**src/hw/rtl/dsv_pkg.sv**
```systemverilog
// ----------------------------------------------------------------------------
// dsv_pkg
// Shared types, constants and calendar helpers for the date string validator.
// ----------------------------------------------------------------------------
package dsv_pkg;

  localparam logic [7:0] SlashCh = 8'h2F;
  localparam logic [7:0] ZeroCh  = 8'h30;
  localparam logic [7:0] NineCh  = 8'h39;

  // Character positions within dd/mm/yyyy.
  localparam logic [3:0] PosSlashA = 4'd2;
  localparam logic [3:0] PosSlashB = 4'd5;
  localparam logic [3:0] PosYearHi = 4'd6;
  localparam logic [3:0] PosYearLo = 4'd8;
  localparam logic [3:0] PosLastCh = 4'd9;
  localparam logic [3:0] DateLen   = 4'd10;
  localparam logic [3:0] PosSat    = 4'd11;

  localparam logic [3:0] MonthJan = 4'd1;
  localparam logic [3:0] MonthFeb = 4'd2;
  localparam logic [3:0] MonthDec = 4'd12;

  // One finished text as the front hands it to the back. The year is kept as
  // its upper and lower two-digit halves so the leap test needs no divider.
  typedef struct packed {
    logic       fmt_ok;
    logic [6:0] day;
    logic [6:0] month;
    logic [6:0] year_hi;
    logic [6:0] year_lo;
  } dsv_rec_t;

  function automatic logic [6:0] acc10(logic [6:0] acc, logic [3:0] dig);
    logic [10:0] t;
    t = {4'b0, acc} * 11'd10 + {7'b0, dig};
    return t[6:0];
  endfunction

  function automatic logic [4:0] month_len(logic [3:0] m, logic leap);
    logic [4:0] n;
    unique case (m)
      4'd1, 4'd3, 4'd5, 4'd7, 4'd8, 4'd10, 4'd12: n = 5'd31;
      4'd4, 4'd6, 4'd9, 4'd11:                     n = 5'd30;
      MonthFeb:                                    n = leap ? 5'd29 : 5'd28;
      default:                                     n = 5'd0;
    endcase
    return n;
  endfunction

endpackage

```
**src/hw/rtl/dsv_front.sv**
```systemverilog
// ----------------------------------------------------------------------------
// dsv_front
// Takes characters, checks them against their position and accumulates the
// day, month and year digits; emits one record per text on the last char.
// ----------------------------------------------------------------------------
module dsv_front
  import dsv_pkg::*;
(
  input  logic       clk,
  input  logic       rst,
  input  logic       in_valid,
  input  logic       in_ready,
  input  logic [7:0] ch,
  input  logic       last,
  output logic       push,
  output dsv_rec_t   rec
);

  logic [3:0] position;
  logic       format_good;
  logic [6:0] day_accum;
  logic [6:0] month_accum;
  logic [6:0] year_hi;
  logic [6:0] year_lo;

  logic [3:0] position_next;
  logic       format_good_next;
  logic [6:0] day_accum_next;
  logic [6:0] month_accum_next;
  logic [6:0] year_hi_next;
  logic [6:0] year_lo_next;
  logic       is_digit;
  logic       char_ok;
  logic       accept;

  assign accept   = in_valid && in_ready;
  assign is_digit = (ch >= ZeroCh) && (ch <= NineCh);

  always_comb begin
    day_accum_next   = day_accum;
    month_accum_next = month_accum;
    year_hi_next     = year_hi;
    year_lo_next     = year_lo;
    if (position >= DateLen) begin
      char_ok = 1'b0;
    end else if (position == PosSlashA || position == PosSlashB) begin
      char_ok = (ch == SlashCh);
    end else begin
      char_ok = is_digit;
      if (is_digit) begin
        if (position < PosSlashA) begin
          day_accum_next = acc10(day_accum, ch[3:0]);
        end else if (position < PosSlashB) begin
          month_accum_next = acc10(month_accum, ch[3:0]);
        end else if (position < PosYearLo) begin
          year_hi_next = acc10(year_hi, ch[3:0]);
        end else begin
          year_lo_next = acc10(year_lo, ch[3:0]);
        end
      end
    end
    format_good_next = format_good && char_ok;
    position_next    = (position >= DateLen) ? PosSat : position + 4'd1;
  end

  assign push        = accept && last;
  assign rec.fmt_ok  = format_good_next && (position == PosLastCh);
  assign rec.day     = day_accum_next;
  assign rec.month   = month_accum_next;
  assign rec.year_hi = year_hi_next;
  assign rec.year_lo = year_lo_next;

  always_ff @(posedge clk) begin
    if (rst || push) begin
      position    <= 4'd0;
      format_good <= 1'b1;
      day_accum   <= 7'd0;
      month_accum <= 7'd0;
      year_hi     <= 7'd0;
      year_lo     <= 7'd0;
    end else if (accept) begin
      position    <= position_next;
      format_good <= format_good_next;
      day_accum   <= day_accum_next;
      month_accum <= month_accum_next;
      year_hi     <= year_hi_next;
      year_lo     <= year_lo_next;
    end
  end

  // A finished text always leaves the front ready for a fresh one.
  a_restart: assert property (@(posedge clk) disable iff (rst)
    push |=> (position == 4'd0) && format_good)
    else $error("front did not restart after last character");

  // A record can only pass the format test if all ten characters were seen.
  a_fmt_len: assert property (@(posedge clk) disable iff (rst)
    (push && rec.fmt_ok) |-> (position == PosLastCh) && format_good)
    else $error("format pass without full length");

  a_sat: assert property (@(posedge clk) disable iff (rst)
    position <= PosSat)
    else $error("position beyond saturation");

endmodule

```
**src/hw/rtl/dsv_queue.sv**
```systemverilog
// ----------------------------------------------------------------------------
// dsv_queue
// Two-entry record queue that decouples the front from the back.
// ----------------------------------------------------------------------------
module dsv_queue
  import dsv_pkg::*;
(
  input  logic     clk,
  input  logic     rst,
  input  logic     push,
  input  dsv_rec_t push_rec,
  output logic     full,
  input  logic     pop,
  output logic     head_valid,
  output dsv_rec_t head_rec
);

  dsv_rec_t   mem [2];
  logic       wr_ptr;
  logic       rd_ptr;
  logic [1:0] count;

  assign full       = (count == 2'd2);
  assign head_valid = (count != 2'd0);
  assign head_rec   = mem[rd_ptr];

  always_ff @(posedge clk) begin
    if (push) begin
      mem[wr_ptr] <= push_rec;
    end
  end

  always_ff @(posedge clk) begin
    if (rst) begin
      wr_ptr <= 1'b0;
      rd_ptr <= 1'b0;
      count  <= 2'd0;
    end else begin
      if (push) begin
        wr_ptr <= ~wr_ptr;
      end
      if (pop) begin
        rd_ptr <= ~rd_ptr;
      end
      unique case ({push, pop})
        2'b10:   count <= count + 2'd1;
        2'b01:   count <= count - 2'd1;
        default: count <= count;
      endcase
    end
  end

  a_no_overflow: assert property (@(posedge clk) disable iff (rst)
    full |-> !push)
    else $error("push into full queue");

  a_no_underflow: assert property (@(posedge clk) disable iff (rst)
    !head_valid |-> !pop)
    else $error("pop from empty queue");

  a_count: assert property (@(posedge clk) disable iff (rst)
    count <= 2'd2)
    else $error("queue count out of range");

endmodule

```
**src/hw/rtl/dsv_back.sv**
```systemverilog
// ----------------------------------------------------------------------------
// dsv_back
// Checks the calendar date of each record and holds the result for output.
// ----------------------------------------------------------------------------
module dsv_back
  import dsv_pkg::*;
(
  input  logic        clk,
  input  logic        rst,
  input  logic        head_valid,
  input  dsv_rec_t    head_rec,
  output logic        pop,
  output logic        out_valid,
  input  logic        out_ready,
  output logic        valid_res,
  output logic [4:0]  day,
  output logic [3:0]  month,
  output logic [13:0] year
);

  logic        leap;
  logic        month_ok;
  logic        ok;
  logic [13:0] year_full;

  // The year has exactly four digits here, so divisibility by 100 is a zero
  // lower half and divisibility by 400 then rests on the upper half alone.
  assign leap = (head_rec.year_lo != 7'd0) ? (head_rec.year_lo[1:0] == 2'b00)
                                           : (head_rec.year_hi[1:0] == 2'b00);
  assign month_ok  = (head_rec.month >= {3'b0, MonthJan}) &&
                     (head_rec.month <= {3'b0, MonthDec});
  assign ok        = head_rec.fmt_ok && month_ok &&
                     ((head_rec.year_hi != 7'd0) || (head_rec.year_lo != 7'd0)) &&
                     (head_rec.day != 7'd0) &&
                     (head_rec.day <= {2'b0, month_len(head_rec.month[3:0], leap)});
  assign year_full = {7'b0, head_rec.year_hi} * 14'd100 + {7'b0, head_rec.year_lo};

  assign pop = head_valid && (!out_valid || out_ready);

  always_ff @(posedge clk) begin
    if (rst) begin
      out_valid <= 1'b0;
    end else if (!out_valid || out_ready) begin
      out_valid <= head_valid;
    end
  end

  always_ff @(posedge clk) begin
    if (pop) begin
      valid_res <= ok;
      day       <= ok ? head_rec.day[4:0]   : 5'd0;
      month     <= ok ? head_rec.month[3:0] : 4'd0;
      year      <= ok ? year_full           : 14'd0;
    end
  end

  a_zero_fields: assert property (@(posedge clk) disable iff (rst)
    (out_valid && !valid_res) |-> (day == 5'd0) && (month == 4'd0) && (year == 14'd0))
    else $error("invalid result carries nonzero fields");

  a_valid_range: assert property (@(posedge clk) disable iff (rst)
    (out_valid && valid_res) |-> (month >= MonthJan) && (month <= MonthDec) &&
                                 (day != 5'd0) && (year != 14'd0))
    else $error("valid result out of calendar range");

endmodule

```
**src/hw/rtl/date_string_validator.sv**
```systemverilog
// ----------------------------------------------------------------------------
// date_string_validator
// Streaming checker for dd/mm/yyyy dates given one character per word.
// ----------------------------------------------------------------------------
// The word with tlast is written into the queue register; its record then
//   passes the calendar check into the output register as the result word.
// Throughput: one character word and one result word per cycle unless stalled.
// The front takes a word in every cycle unless the two-entry queue is full.
// Reset (rst, synchronous, active high) clears the position count, the
//   accumulators, the queue and the output valid flag.
// ----------------------------------------------------------------------------
module date_string_validator
  import dsv_pkg::*;
(
  input  logic        clk,
  input  logic        rst,
  // Character stream.
  input  logic        s_tvalid,
  output logic        s_tready,
  input  logic [7:0]  s_tdata,   // [7:0] ch
  input  logic        s_tlast,   // last character of the text
  // Result stream, one word per text.
  output logic        m_tvalid,
  input  logic        m_tready,
  output logic [23:0] m_tdata    // [0] valid_res, [5:1] day, [9:6] month,
                                 // [23:10] year
);

  logic        push;
  dsv_rec_t    push_rec;
  logic        q_full;
  logic        pop;
  logic        head_valid;
  dsv_rec_t    head_rec;
  logic        valid_res;
  logic [4:0]  day;
  logic [3:0]  month;
  logic [13:0] year;

  // The front only waits for queue space, never for the result side, so a
  // stalled consumer does not hold up characters until the queue fills.
  assign s_tready = !q_full;

  dsv_front u_front (
    .clk      (clk),
    .rst      (rst),
    .in_valid (s_tvalid),
    .in_ready (s_tready),
    .ch       (s_tdata),
    .last     (s_tlast),
    .push     (push),
    .rec      (push_rec)
  );

  dsv_queue u_queue (
    .clk        (clk),
    .rst        (rst),
    .push       (push),
    .push_rec   (push_rec),
    .full       (q_full),
    .pop        (pop),
    .head_valid (head_valid),
    .head_rec   (head_rec)
  );

  // The back drains one record per cycle into its output register whenever
  // that register is empty or being taken.
  dsv_back u_back (
    .clk        (clk),
    .rst        (rst),
    .head_valid (head_valid),
    .head_rec   (head_rec),
    .pop        (pop),
    .out_valid  (m_tvalid),
    .out_ready  (m_tready),
    .valid_res  (valid_res),
    .day        (day),
    .month      (month),
    .year       (year)
  );

  assign m_tdata = {year, month, day, valid_res};

  // A result word can only exist if some text ended before it.
  a_result_source: assert property (@(posedge clk) disable iff (rst)
    ($rose(m_tvalid)) |-> $past(head_valid))
    else $error("result word without a finished text");

  // While the queue is full the front must not take a character.
  a_backpressure: assert property (@(posedge clk) disable iff (rst)
    q_full |-> !(s_tvalid && s_tready))
    else $error("character taken while queue full");

  a_pop_gate: assert property (@(posedge clk) disable iff (rst)
    pop |-> head_valid && (!m_tvalid || m_tready))
    else $error("record popped without room for it");

endmodule
```
**config.mk**
```make
export PLATFORM = sky130hd
export DESIGN_NAME = date_string_validator
export DESIGN_NICKNAME = d
export VERILOG_FILES = /design/src/hw/rtl/dsv_pkg.sv /design/src/hw/rtl/dsv_front.sv /design/src/hw/rtl/dsv_queue.sv /design/src/hw/rtl/dsv_back.sv /design/src/hw/rtl/date_string_validator.sv
export SDC_FILE = /design/constraint.sdc
export NUM_CORES = 1
export LEC_CHECK = 0
export BUFFER_PORTS_ARGS = -buffer_cell sky130_fd_sc_hd__clkbuf_2
export CORE_MARGIN = 8
export CORE_UTILIZATION = 66
export DETAILED_ROUTE_END_ITERATION = 12
export PLACE_DENSITY = 0.85
export SKIP_CTS_REPAIR_TIMING = 1
export SLEW_MARGIN = 25
export SYNTH_ARGS = -nofsm -noshare
export SYNTH_HDL_FRONTEND = slang
export SYNTH_SLANG_ARGS = --single-unit
```
**constraint.sdc**
```tcl
create_clock -name clk -period 11.59 [get_ports clk]
set_input_delay 0 -clock clk [delete_from_list [all_inputs] [get_ports clk]]
set_output_delay 0 -clock clk [all_outputs]
set_load 0.005 [all_outputs]
```
# Word level (Yosys, flattened, before mapping)
# Memories as Yosys holds them, arrays and structs flattened. A register that Yosys moved wholly into a read port is not among the register bits.
# Index checks and enable logic that the tools add are counted.
# W data, S select, Z words.
dict set report totals {
  in_bits 13
  word_cells 116
  ramBits 58
  output_inout_bits 26
  memories 1
  regBits 62
}
# memory words width rd rd_clocked_by_memory_dff wr line_no
set mem_list {}
lappend mem_list {u_queue.mem 2 29 1 1 1 dsv_queue.sv:18} ;# dsv_rec_t mem [2];
dict set report classes {
  add_sub_neg 8
  n_mux 32
  n_lt_le_gt_ge 9
  multipliers 5
  bitwise_logic 2
  n_reduce_logical 26
  n_eq_ne 19
}
# op count
set ops {}
lappend ops {{$mux W7} 21}
lappend ops {{$add A7 B4 Y7} 4}
lappend ops {{$mul A7 B3 Y6 const B} 4}
lappend ops {{$eq A4 B4 Y1 const B} 6}
lappend ops {{$reduce_bool A7 Y1} 3}
lappend ops {{$eq A4 B3 Y1 const B} 5}
lappend ops {{$pmux W5 S3} 1}
lappend ops {{$add A14 B7 Y14} 1}
lappend ops {{$eq A4 B2 Y1 const B} 3}
lappend ops {{$mul A7 B5 Y12 const B} 1}
lappend ops {{$logic_and A1 B1 Y1} 11}
lappend ops {{$eq A8 B6 Y1 const B} 1}
lappend ops {{$ge A8 B6 Y1 const B} 1}
lappend ops {{$le A8 B6 Y1 const B} 1}
lappend ops {{$mux W1} 8}
lappend ops {{$ge A7 B1 Y1 const B} 1}
lappend ops {{$le A7 B4 Y1 const B} 1}
lappend ops {{$le A7 B5 Y1} 1}
lappend ops {{$reduce_or A7 Y1} 1}
lappend ops {{$add A4 B1 Y4 const B} 1}
lappend ops {{$eq A2 B2 Y1 const B} 2}
lappend ops {{$eq A4 B1 Y1 const B} 1}
lappend ops {{$ge A4 B4 Y1 const B} 1}
lappend ops {{$logic_not A2 Y1} 2}
lappend ops {{other kinds (13)} 19}

# Logic depth before layout (Yosys ltp)
# Gate-level depths: netlist of the first run.
dict set report logic_depth {
  ltp_word 8
  mapped_depth 16
  ltp_nobuf 13
}

# Hierarchy
# Synthesis of the first run repeated with hierarchy kept, for this count alone.
dict set report unflattened {
  cells_unflattened 609
  hier_area_um2 7181.9
}
# module area_per_inst_um2 seq_area_each_um2 cells_each n_inst
set modules_own_cells {}
lappend modules_own_cells {dsv_front 2778.9 660.6 296 1}
lappend modules_own_cells {dsv_queue 2293.4 1841.8 112 1}
lappend modules_own_cells {dsv_back 2098.3 740.7 199 1}
lappend modules_own_cells {date_string_validator 11.3 0.0 2 1}

# Least setup slack after synthesis of the first run
# OpenSTA, ideal clock, no wires.
dict set report synth_path {
  kind {reg-to-reg}
  start {register with a tool-made name}
  end {register u_back.year[13], data pin}
  path_stages_with_launch 16
  setup_ns 0.262
  slack_ns 7.493
  t_arrival_ns 3.835
  path_buffers 2
  t_required_ns 11.328
  synth_period_minus_slack_ns 4.097
  cell_sequence {dfxtp_1 > buf_2 > buf_1 > mux2i_1 > inv_1 > ha_1 > ha_1 > ha_1 > inv_1 > fa_1 > nor2b_1 > o22a_1 > xor2_1 > nand3b_1 > nor3_1 > nor3b_2}
}
# element line_no
set synth_rtl {}
lappend synth_rtl {{to (signal assigned)} dsv_back.sv:53} ;# year <= ok ? year_full : 14'd0;
lappend synth_rtl {{to (decl)} dsv_back.sv:18} ;# output logic [13:0] year

==> results of run 1 <==
-- per-stage QoR --
step           instance area (um^2)  std cells  hold WS, ps    util  setup slack [ps]
3_5_place_dp                   7320        785        281.0  0.7090              7351
4_1_cts                        7881        817       -271.0  0.7634              7309
5_1_grt                        7923        821        19.74  0.7674              7091
6_report                       7923        821        7.742  0.7674              7324
2_1_floorplan                  7017        626        203.6       -              7493
3_3_place_gp                   7320        785        268.2  0.7090              7664
-- state kept, by name, indices dropped and copies added, names as in the netlist, named ones only --
| signal | count |
|---|---|
| u_queue.count | 2 |
| u_front.position | 4 |
| u_front.month_accum | 7 |
| u_back.day | 5 |
| u_front.year_lo | 7 |
| u_front.day_accum | 7 |
| u_back.valid_res | 1 |
| u_front.year_hi | 7 |
| u_back.year | 14 |
| u_queue.wr_ptr | 1 |
| u_queue.rd_ptr | 1 |
| u_back.month | 4 |
| u_queue.mem | 58 |
| u_front.format_good | 1 |
| u_back.out_valid | 1 |
-- synth_stat cells, drive strengths merged (2+ instances only) --
cell	count	share of area
edfxtp	82	0.35
nor2	75	0.040
ha	71	0.13
inv	43	0.023
dfxtp	39	0.11
nand2	32	0.017
mux2	30	0.048
xnor2	29	0.036
o21ai	26	0.019
a21oi	24	0.018
mux2i	19	0.028
xor2	14	0.017
clkbuf	13	0.0070
fa	11	0.031
nor2b	11	0.0098
nor3	11	0.0093
a211oi	9	0.0096
nand2b	9	0.0080
nor3b	9	0.010
nand3	8	0.0064
a21o	7	0.0075
buf	7	0.0070
nor4	6	0.012
o2bb2ai	6	0.0075
nand4	3	0.0027
o211ai	3	0.0032
a41oi	2	0.0025
nor4b	2	0.0025
o2111ai	2	0.0025
o21a	2	0.0021
or3	2	0.0018
-- critical path: stages (launching register included) --
cell	delay, ps
dfxtp_1	320
buf_4	370
mux2i_1	420
inv_1	150
ha_1	310
ha_1	310
ha_1	330
inv_1	70
fa_1	470
xnor2_1	260
nand2b_1	120
nor3_1	350
nand3b_1	190
nor3_1	250
nor3b_2	70
-- cell usage in the layout, fill, tap and decap left out, drive strengths merged, types with 26 or more instances in the layout --
| cell type | count |
|---|---|
| mux2 | 30 |
| o21ai | 26 |
| nand2 | 32 |
| clkbuf | 55 |
| inv | 53 |
| dfxtp | 39 |
| ha | 71 |
| xnor2 | 29 |
| nor2 | 75 |
| edfxtp | 82 |
-- layout make-up --
class                           count  area share
Clock inverter                     15     0.01864
Timing Repair Buffer               47     0.03380
Sequential cell                   121      0.4093
Clock buffer                       17     0.05227
Tap cell                          136     0.02148
Inverter                           43     0.02037
Multi-Input combinational cell    442      0.4441
-- layer usage --
layer  vias up  share of wire
li1       2335              -
met1      2308           0.43
met3        29          0.065
met2       192           0.49
met4         0          0.023
met5         -              0
-- path summary, 6_finish.rpt --
| path | to | slack (ps) | cells after the start |
|---|---|---|---|
| max reg2reg | u_back.year[13] | 7320 | 14 |
| min reg2reg | u_front.format_good | 460 | 1 |
| min | u_front.format_good | 8 | 5 |
| max | u_back.year[13] | 7320 | 14 |
-- power breakdown --
part | internal, mW | leakage (nW) | switching [mW] | total (mW)
logic | 0.371 | 1.78 | 0.500 | 0.871
clock network | 0.275 | 0.269 | 0.217 | 0.492
registers | 0.548 | 1.10 | 0.0309 | 0.579
total | 1.19 | 3.15 | 0.749 | 1.94
-- logic make-up after synthesis --
kind of cell / after synthesis / synth area share
AND/OR/NAND/NOR: 175 / 0.1271
flip-flops: 121 / 0.4622
AO/OA/AOI/OAI: 93 / 0.08577
adder cells (fa/ha/maj): 82 / 0.1580
buffers and inverters: 63 / 0.03691
multiplexers: 49 / 0.07632
XOR/XNOR: 43 / 0.05367
==> summary.txt, run 1 <==
Status
  – Status: complete, no violations

STA
  – Final period util: 0.3681
  – Tightest Pin Transition: slightly below 1000 ps
  – Final Hold Fails: 0
  – RSZ-0062 raised after global routing: no
  – Max_slew headroom: 0.3430
  – Total negative slack: 0 ps
  – Setup Skew: 10.15 ps
  – Tmin final: ~4300 ps
  – Peak Freq: between 0.2 and 0.25 GHz
  – Final max-slew violation count: 0
  – Final Setup Violations: 0

Final layout
  – Multi-input logic area: 3518 um^2
  – FILL cells: 628
  – Area Overhead vs Synth: 12.91%
  – Flip-flop and latch area: around 3200 um^2
  – N_diodes: 0
  – Nets@finish: 767
  – Layout cells sized above 1: 0.1766

Yosys
  – Synthesis-stage register bit count: between 100 and 150
  – Netlist cell types: 60
  – Synth Flop Type: edfxtp_1
  – Post-Synthesis Mean Instance Area: roughly 11 um^2
  – EDFF count, synth: a little over 80
  – Post-synthesis sequential area ratio: 0.4622
  – Cells after Synth: 626
  – Asr flop ratio synth: 0
  – Post-synthesis net count: 721
  – Post-synthesis cell area: 7017 um^2
  – Synth warn: 0

GRT
  – Vias in the first global route: roughly 5000
  – Met1 Use GR: 0.2466
  – Congestion Overflow GR: 0
  – Global route hottest layer: met2
  – Initial antenna violation count: 0
  – Met2 usage: 0.3456
  – Met3 GRT Util: 0.05905
  – First-pass GRT wire length: ~24000 um
  – Largest net degree at the start of global routing: 35
  – GR Util All Layers: 0.2078

Clocking
  – Worst-skew pair later-pin latency: ~520 ps
  – TritonCTS Buffers: 17
  – Clock Sinks: between 100 and 150
  – CTS root buffer: clkbuf_8
  – Clock tree from TritonCTS: built
  – Clock Path Buffers: 2
  – Htree depth: 4
  – Clock-pin slew on the worst setup and hold paths: roughly 60 ps

Setup path
  – WP data arrival: 4510 ps
  – Startpoint class of the critical path: register
  – Required @ worst endpoint: about 12000 ps
  – Crit Path Max Fanout: 29
  – Element type at the critical path end: register
  – Crit path kind: reg -> reg

Routing
  – DR vias: about 4900
  – Vias per std cell: 5.924
  – Avg WL per Cell: ~18 um
  – WL final: 14380 um
  – Post-DRT Antenna Nets: 0
  – First-pass DRT Iterations: 5
  – DRC Markers: 0
  – DRT iter0 DRCs: roughly 460

Power
  – VDD IR max: between 150 and 200 uV
  – Leak pwr: between 3 and 4 nW
  – Cell Pwr Density: 245.1 nW/um^2
  – Total Power: around 1.9 mW

Place
  – GP Congestion: 0.8750
  – Post-DP HPWL: around 10000 um
  – PortBufs: 38

Floorplan
  – Die ar.: roughly 14000 um^2
  – Die Ht: between 100 and 150 um
  – Num rows: 37
  – Die W: about 120 um
  – Initial core utilization: 0.6797
  – Core area: roughly 10000 um^2
  – Ports: 39

Hold path
  – HP Start: s_tdata[6]
  – Path category of the worst min-delay check: in -> reg

Run
  – Maxcap violations: 0
Power figures use the tool's default switching activity.
==> run 2, diff against run 1 <==
--- a/config.mk
+++ b/config.mk
@@ -7,9 +7,9 @@
 export LEC_CHECK = 0
 export BUFFER_PORTS_ARGS = -buffer_cell sky130_fd_sc_hd__clkbuf_2
 export CORE_MARGIN = 8
-export CORE_UTILIZATION = 66
+export CORE_UTILIZATION = 56
 export DETAILED_ROUTE_END_ITERATION = 12
-export PLACE_DENSITY = 0.85
+export PLACE_DENSITY = 0.77
 export SKIP_CTS_REPAIR_TIMING = 1
 export SLEW_MARGIN = 25
 export SYNTH_ARGS = -nofsm -noshare
==> constraint.sdc (replaced) <==
create_clock -name clk -period 3.6 [get_ports clk]
set_input_delay 0 -clock clk [delete_from_list [all_inputs] [get_ports clk]]
set_output_delay 0 -clock clk [all_outputs]
set_load 0.005 [all_outputs]
==> run 2 against run 1 <==
Net effect: hold slack improved by 39 ps; combinational power rose to 3.9 times the previous value; clock skew down 0.68 ps; largest power group unchanged; via count down 0.39%; utilization is 10 points lower; clock-buffer cell count stayed put; final area increased by 4.5%; global-route usage fell by 3.1 points; worst setup slack worse by 7200 ps; first-iteration DRC count decreased by 25%; wire length is 0.33% higher.
==> summary.txt, run 2 (same netlist as run 1, synthesis figures left out) <==
Final layout
  – FILL cells: 936 (was 628)
  – Max FFs per register: 58 (unchanged)
  – Flip-flop and latch area: 3247 um^2 (was 3243 um^2)
  – Most frequent cells in the layout: edfxtp_1 (82), nor2_1 (74), ha_1 (69) (was edfxtp_1 (82), nor2_1 (74), ha_1 (71))
  – Area Overhead vs Synth: 18.03% (was 12.91%)
  – Final instance area: 8282 um^2 (was 7923 um^2)
  – N_diodes: 0 (unchanged)
  – Final Core Density: 0.6671 (was 0.7674)
  – Multi-input logic area: 3612 um^2 (was 3518 um^2)
  – Largest Register: u_queue.mem (unchanged)
  – Commonest non-fill, non-tap cell in the layout: edfxtp_1 (unchanged)
  – Regs by FF count: u_queue.mem (58), u_back.year (14) (unchanged)
  – Layout cells sized above 1: 0.2270 (was 0.1766)
  – Final Non-Filler Cells: 877 (was 821)
  – Nets@finish: 787 (was 767)

Power
  – Leak pwr: 3.311 nW (was 3.151 nW)
  – Cell Pwr Density: 844.9 nW/um^2 (was 245.1 nW/um^2)
  – VDD IR max: 451.4 uV (was 187.3 uV)

Floorplan
  – Die ar.: 16370 um^2 (was 14190 um^2)
  – Core area: 12410 um^2 (was 10320 um^2)
  – Die W: 127.9 um (was 119.1 um)
  – Die Ht: 127.9 um (was 119.1 um)
  – Initial core utilization: 0.5652 (was 0.6797)
  – Num rows: 41 (was 37)
  – Ports: 39 (unchanged)

GRT
  – Largest net degree at the start of global routing: 30 (was 35)
  – Global route hottest layer: met2 (unchanged)
  – Initial antenna violation count: 0 (unchanged)
  – Met3 GRT Util: 0.03702 (was 0.05905)
  – GR Util All Layers: 0.1772 (was 0.2078)
  – Met1 Use GR: 0.2007 (was 0.2466)
  – Met2 usage: 0.3183 (was 0.3456)
  – First-pass GRT wire length: 23050 um (was 23690 um)
  – Vias in the first global route: 5002 (was 4923)
  – Congestion Overflow GR: 0 (unchanged)

STA
  – Final period util: 0.9538 (was 0.3681)
  – Final Hold Fails: 0 (unchanged)
  – Tmin final: 3434 ps (was 4266 ps)
  – Final max-slew violation count: 0 (unchanged)
  – Peak Freq: 0.2912 GHz (was 0.2344 GHz)
  – Setup Skew: 9.469 ps (was 10.15 ps)
  – Max_slew headroom: 0.5148 (was 0.3430)
  – Worst hold margin: 46.55 ps (was 7.742 ps)
  – Tightest Pin Transition: 727.8 ps (was 985.4 ps)
  – Final Setup Violations: 0 (unchanged)

Routing
  – DRC Markers: 0 (unchanged)
  – Post-DRT Antenna Nets: 0 (unchanged)
  – Avg WL per Cell: 16.44 um (was 17.51 um)
  – DR vias: 4845 (was 4864)
  – Vias per std cell: 5.525 (was 5.924)
  – DRT iter0 DRCs: 347 (was 461)
  – First-pass DRT Iterations: 5 (unchanged)
  – WL final: 14420 um (was 14380 um)

Setup path
  – Top cell by count, worst path: ha_1 (unchanged)
  – WP data arrival: 3600 ps (was 4510 ps)
  – Required @ worst endpoint: 3760 ps (was 11830 ps)
  – Startpoint class of the critical path: register (unchanged)
  – CP top delay family: adder cells (unchanged)
  – Element type at the critical path end: register (unchanged)
  – CP bufs+invs: 2 (was 3)
  – Crit Path Max Fanout: 6 (was 29)
  – Crit path kind: reg -> reg (unchanged)
  – CP peak stage delay: 400 ps (was 470 ps)
  – Critical path cell sequence: buf_4 > mux2i_2 > inv_1 > ha_1 > ha_1 > ha_1 > ha_2 > nand3_1 > o2111ai_2 > xor2_1 > nand2b_1 > nor3_2 > nor3b_2 (was buf_4 > mux2i_1 > inv_1 > ha_1 > ha_1 > ha_1 > inv_1 > fa_1 > xnor2_1 > nand2b_1 > nor3_1 > nand3b_1 > nor3_1 > nor3b_2)
  – CP max stage cell: dfxtp_4 (was fa_1)

Clocking
  – CTS root buffer: clkbuf_16 (was clkbuf_8)
  – Clock Sinks: 121 (unchanged)
  – Worst-skew pair later-pin latency: 420 ps (was 520 ps)
  – Clock Path Buffers: 2 (unchanged)
  – Clock-pin slew on the worst setup and hold paths: 60 ps (about the same)
  – Clock tree from TritonCTS: built (unchanged)
  – Htree depth: 4 (unchanged)
  – TritonCTS Buffers: 17 (unchanged)

Hold path
  – HP Start: s_tlast (was s_tdata[6])
  – Path category of the worst min-delay check: in -> reg (unchanged)

Place
  – GP Congestion: 0.8096 (was 0.8750)
  – Post-DP HPWL: 10300 um (was 9976 um)
  – Dpl cells: 838 (was 785)
  – PortBufs: 38 (unchanged)
  – Placed Area: 7535 um^2 (was 7320 um^2)

Status
  – Status: complete, no violations (unchanged)

Run
  – Maxcap violations: 0 (unchanged)
-- run 2: worst paths after layout --
path / end / slack, ps / depth (start not counted)
max: u_back.year[13] / 170 / 13
min: u_queue.wr_ptr / 50 / 4
max reg2reg: u_back.year[13] / 170 / 13
min reg2reg: u_front.format_good / 460 / 1
-- run 2: metal layers --
metal  up-vias  share of wire
li1       2370              -
met1      2327           0.42
met2       123           0.51
met3        25          0.047
met4         0          0.020
met5         -              0
-- run 2: through the flow --
step	power, mW	setup TNS [ps]	setup WS (ps)
after floorplan	4.051	0	5.095
after global placement	4.813	0	51.15
after detailed placement	4.922	-100.8	-100.8
after CTS	6.703	-163.5	-108.2
after global routing	7.432	-23.32	-12.76
final	6.997	0	166.2
-- run 2: layout make-up --
class,instances,share of cell area
timing repair buffer,67,0.05333
multi-input combinational,442,0.4362
clock buffer,17,0.05137
inverter,43,0.01949
tap,172,0.02599
sequential,121,0.3921
clock inverter,15,0.02160
-- run 2: worst register-to-register path, stage by stage, from the launching register on --
cell and delay (ps):
dfxtp_4 400, buf_4 150, mux2i_2 220, inv_1 100, ha_1 310, ha_1 310
ha_1 300, ha_2 380, nand3_1 130, o2111ai_2 200, xor2_1 270, nand2b_1 130
nor3_2 210, nor3b_2 70
-- run 2: where the power goes --
group	switching [mW]	leakage (nW)	internal, mW	total, mW
combinational	1.76	1.91	1.62	3.39
sequential	0.115	1.10	1.77	1.88
clock	0.682	0.297	1.05	1.73
total	2.56	3.31	4.44	7.00
==> run 3, diff against run 2 <==
--- a/config.mk
+++ b/config.mk
@@ -5,11 +5,14 @@
 export SDC_FILE = /design/constraint.sdc
 export NUM_CORES = 1
 export LEC_CHECK = 0
+export ABC_AREA = 1
 export BUFFER_PORTS_ARGS = -buffer_cell sky130_fd_sc_hd__clkbuf_2
+export CELL_PAD_IN_SITES_DETAIL_PLACEMENT = 0
+export CELL_PAD_IN_SITES_GLOBAL_PLACEMENT = 1
 export CORE_MARGIN = 8
-export CORE_UTILIZATION = 56
+export CORE_UTILIZATION = 43
 export DETAILED_ROUTE_END_ITERATION = 12
-export PLACE_DENSITY = 0.77
+export PLACE_DENSITY_LB_ADDON = 0.1
 export SKIP_CTS_REPAIR_TIMING = 1
 export SLEW_MARGIN = 25
 export SYNTH_ARGS = -nofsm -noshare
==> run 3 against run 2 <==
Net effect: the run now ends with negative hold slack left; hold slack worse by 67 ps; worst setup slack better by 130 ps; final area is 4.0% higher; non-clock buffer count is 19 lower; total power is 2.7% higher; largest cell class unchanged; critical endpoint is now u_back.year[11]; first-iteration DRC count is 26% lower.
==> summary.txt, run 3 <==
STA
  – Final max-slew violation count: 0 (unchanged)
  – Worst hold margin: -20.77 ps (was 46.55 ps)
  – Final period util: 0.9174 (was 0.9538)
  – Max_slew headroom: 0.4856 (was 0.5148)
  – Tightest Pin Transition: 769.8 ps (was 727.8 ps)
  – Final Setup Violations: 0 (unchanged)
  – Total negative slack: 0 ps (unchanged)
  – RSZ-0062 raised after global routing: no
  – Setup Skew: 18.18 ps (was 9.469 ps)
  – Final Hold Fails: 1 (was 0)
  – Tmin final: 3303 ps (was 3434 ps)
  – Peak Freq: 0.3028 GHz (was 0.2912 GHz)

Yosys
  – Post-synthesis cell area: 7615 um^2 (was 7017 um^2)
  – Share of the synthesized area in the top cell type: 0.3234 (was 0.3509)
  – Netlist cell types: 37 (was 60)
  – Top-count cell post-synth: nand2_1 (was edfxtp_1)
  – Post-synthesis net count: 1006 (was 721)
  – Synth warn: 0 (unchanged)
  – Cells after Synth: 911 (was 626)
  – Post-synth top area cell: edfxtp_1 (unchanged)
  – Synth Flop Type: edfxtp_1 (unchanged)
  – Synthesis-stage register bit count: 121 (unchanged)
  – Top cells by area, synth: edfxtp_1 (32%), ha_1 (12%), nand2_1 (11%) (was edfxtp_1 (35%), ha_1 (13%), dfxtp_1 (11%))
  – Asr flop ratio synth: 0 (unchanged)
  – Post-synth top cells: nand2_1 (221), inv_1 (165), nor2_1 (89), edfxtp_1 (82), ha_1 (71) (was edfxtp_1 (82), nor2_1 (75), ha_1 (71), inv_1 (42), dfxtp_1 (39))
  – EDFF count, synth: 82 (unchanged)
  – Post-synthesis sequential area ratio: 0.4259 (was 0.4622)
  – Post-Synthesis Mean Instance Area: 8.359 um^2 (was 11.21 um^2)

Routing
  – First-pass DRT Iterations: 4 (was 5)
  – DRC Markers: 0 (unchanged)
  – Post-DRT Antenna Nets: 0 (unchanged)
  – DR vias: 5634 (was 4845)
  – WL final: 15330 um (was 14420 um)
  – Vias per std cell: 4.711 (was 5.525)
  – Avg WL per Cell: 12.82 um (was 16.44 um)
  – DRT iter0 DRCs: 257 (was 347)

Final layout
  – Final instance area: 8617 um^2 (was 8282 um^2)
  – Final Non-Filler Cells: 1196 (was 877)
  – FILL cells: 1666 (was 936)
  – Area Overhead vs Synth: 13.16% (was 18.03%)
  – Nets@finish: 1053 (was 787)
  – Commonest non-fill, non-tap cell in the layout: nand2_1 (was edfxtp_1)
  – Largest Register: u_queue.mem (unchanged)
  – Max FFs per register: 58 (unchanged)
  – Final Core Density: 0.4982 (was 0.6671)
  – Regs by FF count: u_queue.mem (58), u_back.year (14) (unchanged)
  – Most frequent cells in the layout: nand2_1 (221), inv_1 (165), nor2_1 (87) (was edfxtp_1 (82), nor2_1 (74), ha_1 (69))
  – Layout cells sized above 1: 0.1184 (was 0.2270)
  – N_diodes: 0 (unchanged)

GRT
  – Initial antenna violation count: 0 (unchanged)
  – Congestion Overflow GR: 0 (unchanged)
  – Vias in the first global route: 5461 (was 5002)
  – Largest net degree at the start of global routing: 47 (was 30)
  – GR Util All Layers: 0.1468 (was 0.1772)
  – First-pass GRT wire length: 26140 um (was 23050 um)

Place
  – PortBufs: 38 (unchanged)
  – Post-DP HPWL: 11560 um (was 10300 um)
  – Placed Area: 8023 um^2 (was 7535 um^2)
  – Dpl cells: 1162 (was 838)
  – GP Congestion: 0.8412 (was 0.8096)

Floorplan
  – Ports: 39 (unchanged)
  – Initial core utilization: 0.4402 (was 0.5652)
  – Num rows: 48 (was 41)
  – Die W: 149.1 um (was 127.9 um)
  – Core area: 17300 um^2 (was 12410 um^2)
  – Die ar.: 22220 um^2 (was 16370 um^2)
  – Die Ht: 149.1 um (was 127.9 um)

Power
  – Cell Pwr Density: 833.7 nW/um^2 (was 844.9 nW/um^2)
  – Leak pwr: 4.160 nW (was 3.311 nW)
  – VDD IR max: 463.6 uV (was 451.4 uV)

Setup path
  – CP bufs+invs: 4 (was 2)
  – Element type at the critical path end: register (unchanged)
  – CP max stage cell: fa_1 (was dfxtp_4)
  – WP data arrival: 3480 ps (was 3600 ps)
  – CP peak stage delay: 430 ps (was 400 ps)
  – Critical path cell sequence: o21ai_0 > inv_1 > ha_1 > ha_1 > ha_1 > inv_1 > fa_1 > inv_1 > nand2_1 > nand2_1 > nor2_1 > nand3_1 > nor3_1 > or2_2 > nand3_1 > inv_1 (was buf_4 > mux2i_2 > inv_1 > ha_1 > ha_1 > ha_1 > ha_2 > nand3_1 > o2111ai_2 > xor2_1 > nand2b_1 > nor3_2 > nor3b_2)
  – Required @ worst endpoint: 3780 ps (was 3760 ps)
  – Top cell by count, worst path: inv_1 (was ha_1)
  – Crit Path Max Fanout: 3 (was 6)
  – Worst R2R Path Depth: 16 (was 13)
  – CP top delay family: adder cells (unchanged)
  – Crit path kind: reg -> reg (unchanged)
  – Startpoint class of the critical path: register (unchanged)
  – WP depth: 16 (was 13)

Clocking
  – Htree depth: 4 (unchanged)
  – Clock-pin slew on the worst setup and hold paths: 60 ps (about the same)
  – Clock tree from TritonCTS: built (unchanged)
  – Clock Sinks: 121 (unchanged)
  – Worst-skew pair later-pin latency: 430 ps (was 420 ps)
  – Clock Path Buffers: 2 (unchanged)
  – CTS root buffer: clkbuf_16 (unchanged)
  – TritonCTS Buffers: 17 (unchanged)

Status
  – Status: finished, violations left (was complete, no violations)
  – Failing checks: negative hold slack

Run
  – Maxcap violations: 0 (unchanged)

Hold path
  – Path category of the worst min-delay check: in -> reg (unchanged)
  – Worst Hold Depth: 3 (was 4)
[run 3: power by group]
group	internal, mW	total (mW)	switching, mW
Combinational	1.36	3.69	2.33
Clock	0.964	1.63	0.664
Sequential	1.77	1.87	0.102
[run 3: cell type report]
class	instances	area (um^2)	area share
Clock inverter	14	140.1	0.01626
Tap cell	225	281.5	0.03267
Clock buffer	18	429.2	0.04980
Inverter	167	629.4	0.07304
Timing Repair Buffer	48	270.3	0.03136
Multi-Input combinational cell	603	3622	0.4204
Sequential cell	121	3244	0.3765
[run 3: tightest hold or removal path: stages]
cell      delay, ps
clkbuf_2         80
nand2_1         180
a21oi_1         100
[run 3: cell families after synthesis]
| group | count (synthesis) | share of synthesized area |
|---|---|---|
| AO/OA/AOI/OAI | 101 | 0.07345 |
| buffers and inverters | 187 | 0.1001 |
| AND/OR/NAND/NOR | 394 | 0.2251 |
| adder cells (fa/ha/maj) | 82 | 0.1456 |
| XOR/XNOR | 26 | 0.02990 |
| flip-flops | 121 | 0.4259 |
[run 3: per-stage QoR]
| step | power [mW] | setup slack, ps |
|---|---|---|
| 6_report | 7.184 | 297.4 |
| 5_1_grt | 7.917 | 22.34 |
| 4_1_cts | 7.262 | 176.9 |
| 3_5_place_dp | 5.579 | 194.7 |
| 3_3_place_gp | 5.540 | 279.5 |
| 2_1_floorplan | 4.818 | 23.46 |
[run 3: worst paths after layout]
check                                         start  slack (ps)                  end
worst max-delay path              u_queue.mem[0][7]         300      u_back.year[11]
worst min-delay path                        s_tlast         -20       u_queue.wr_ptr
worst max register to register    u_queue.mem[0][7]         300      u_back.year[11]
worst min register to register  u_front.format_good         450  u_front.format_good
[run 3: per-layer routing]
layer | wire (um) | GRT usage
met1 | 7706 | 0.1882
met2 | 6884 | 0.2394
met3 | 583 | 0.03823
met4 | 157 | 0.04240
met5 | 0 | 0
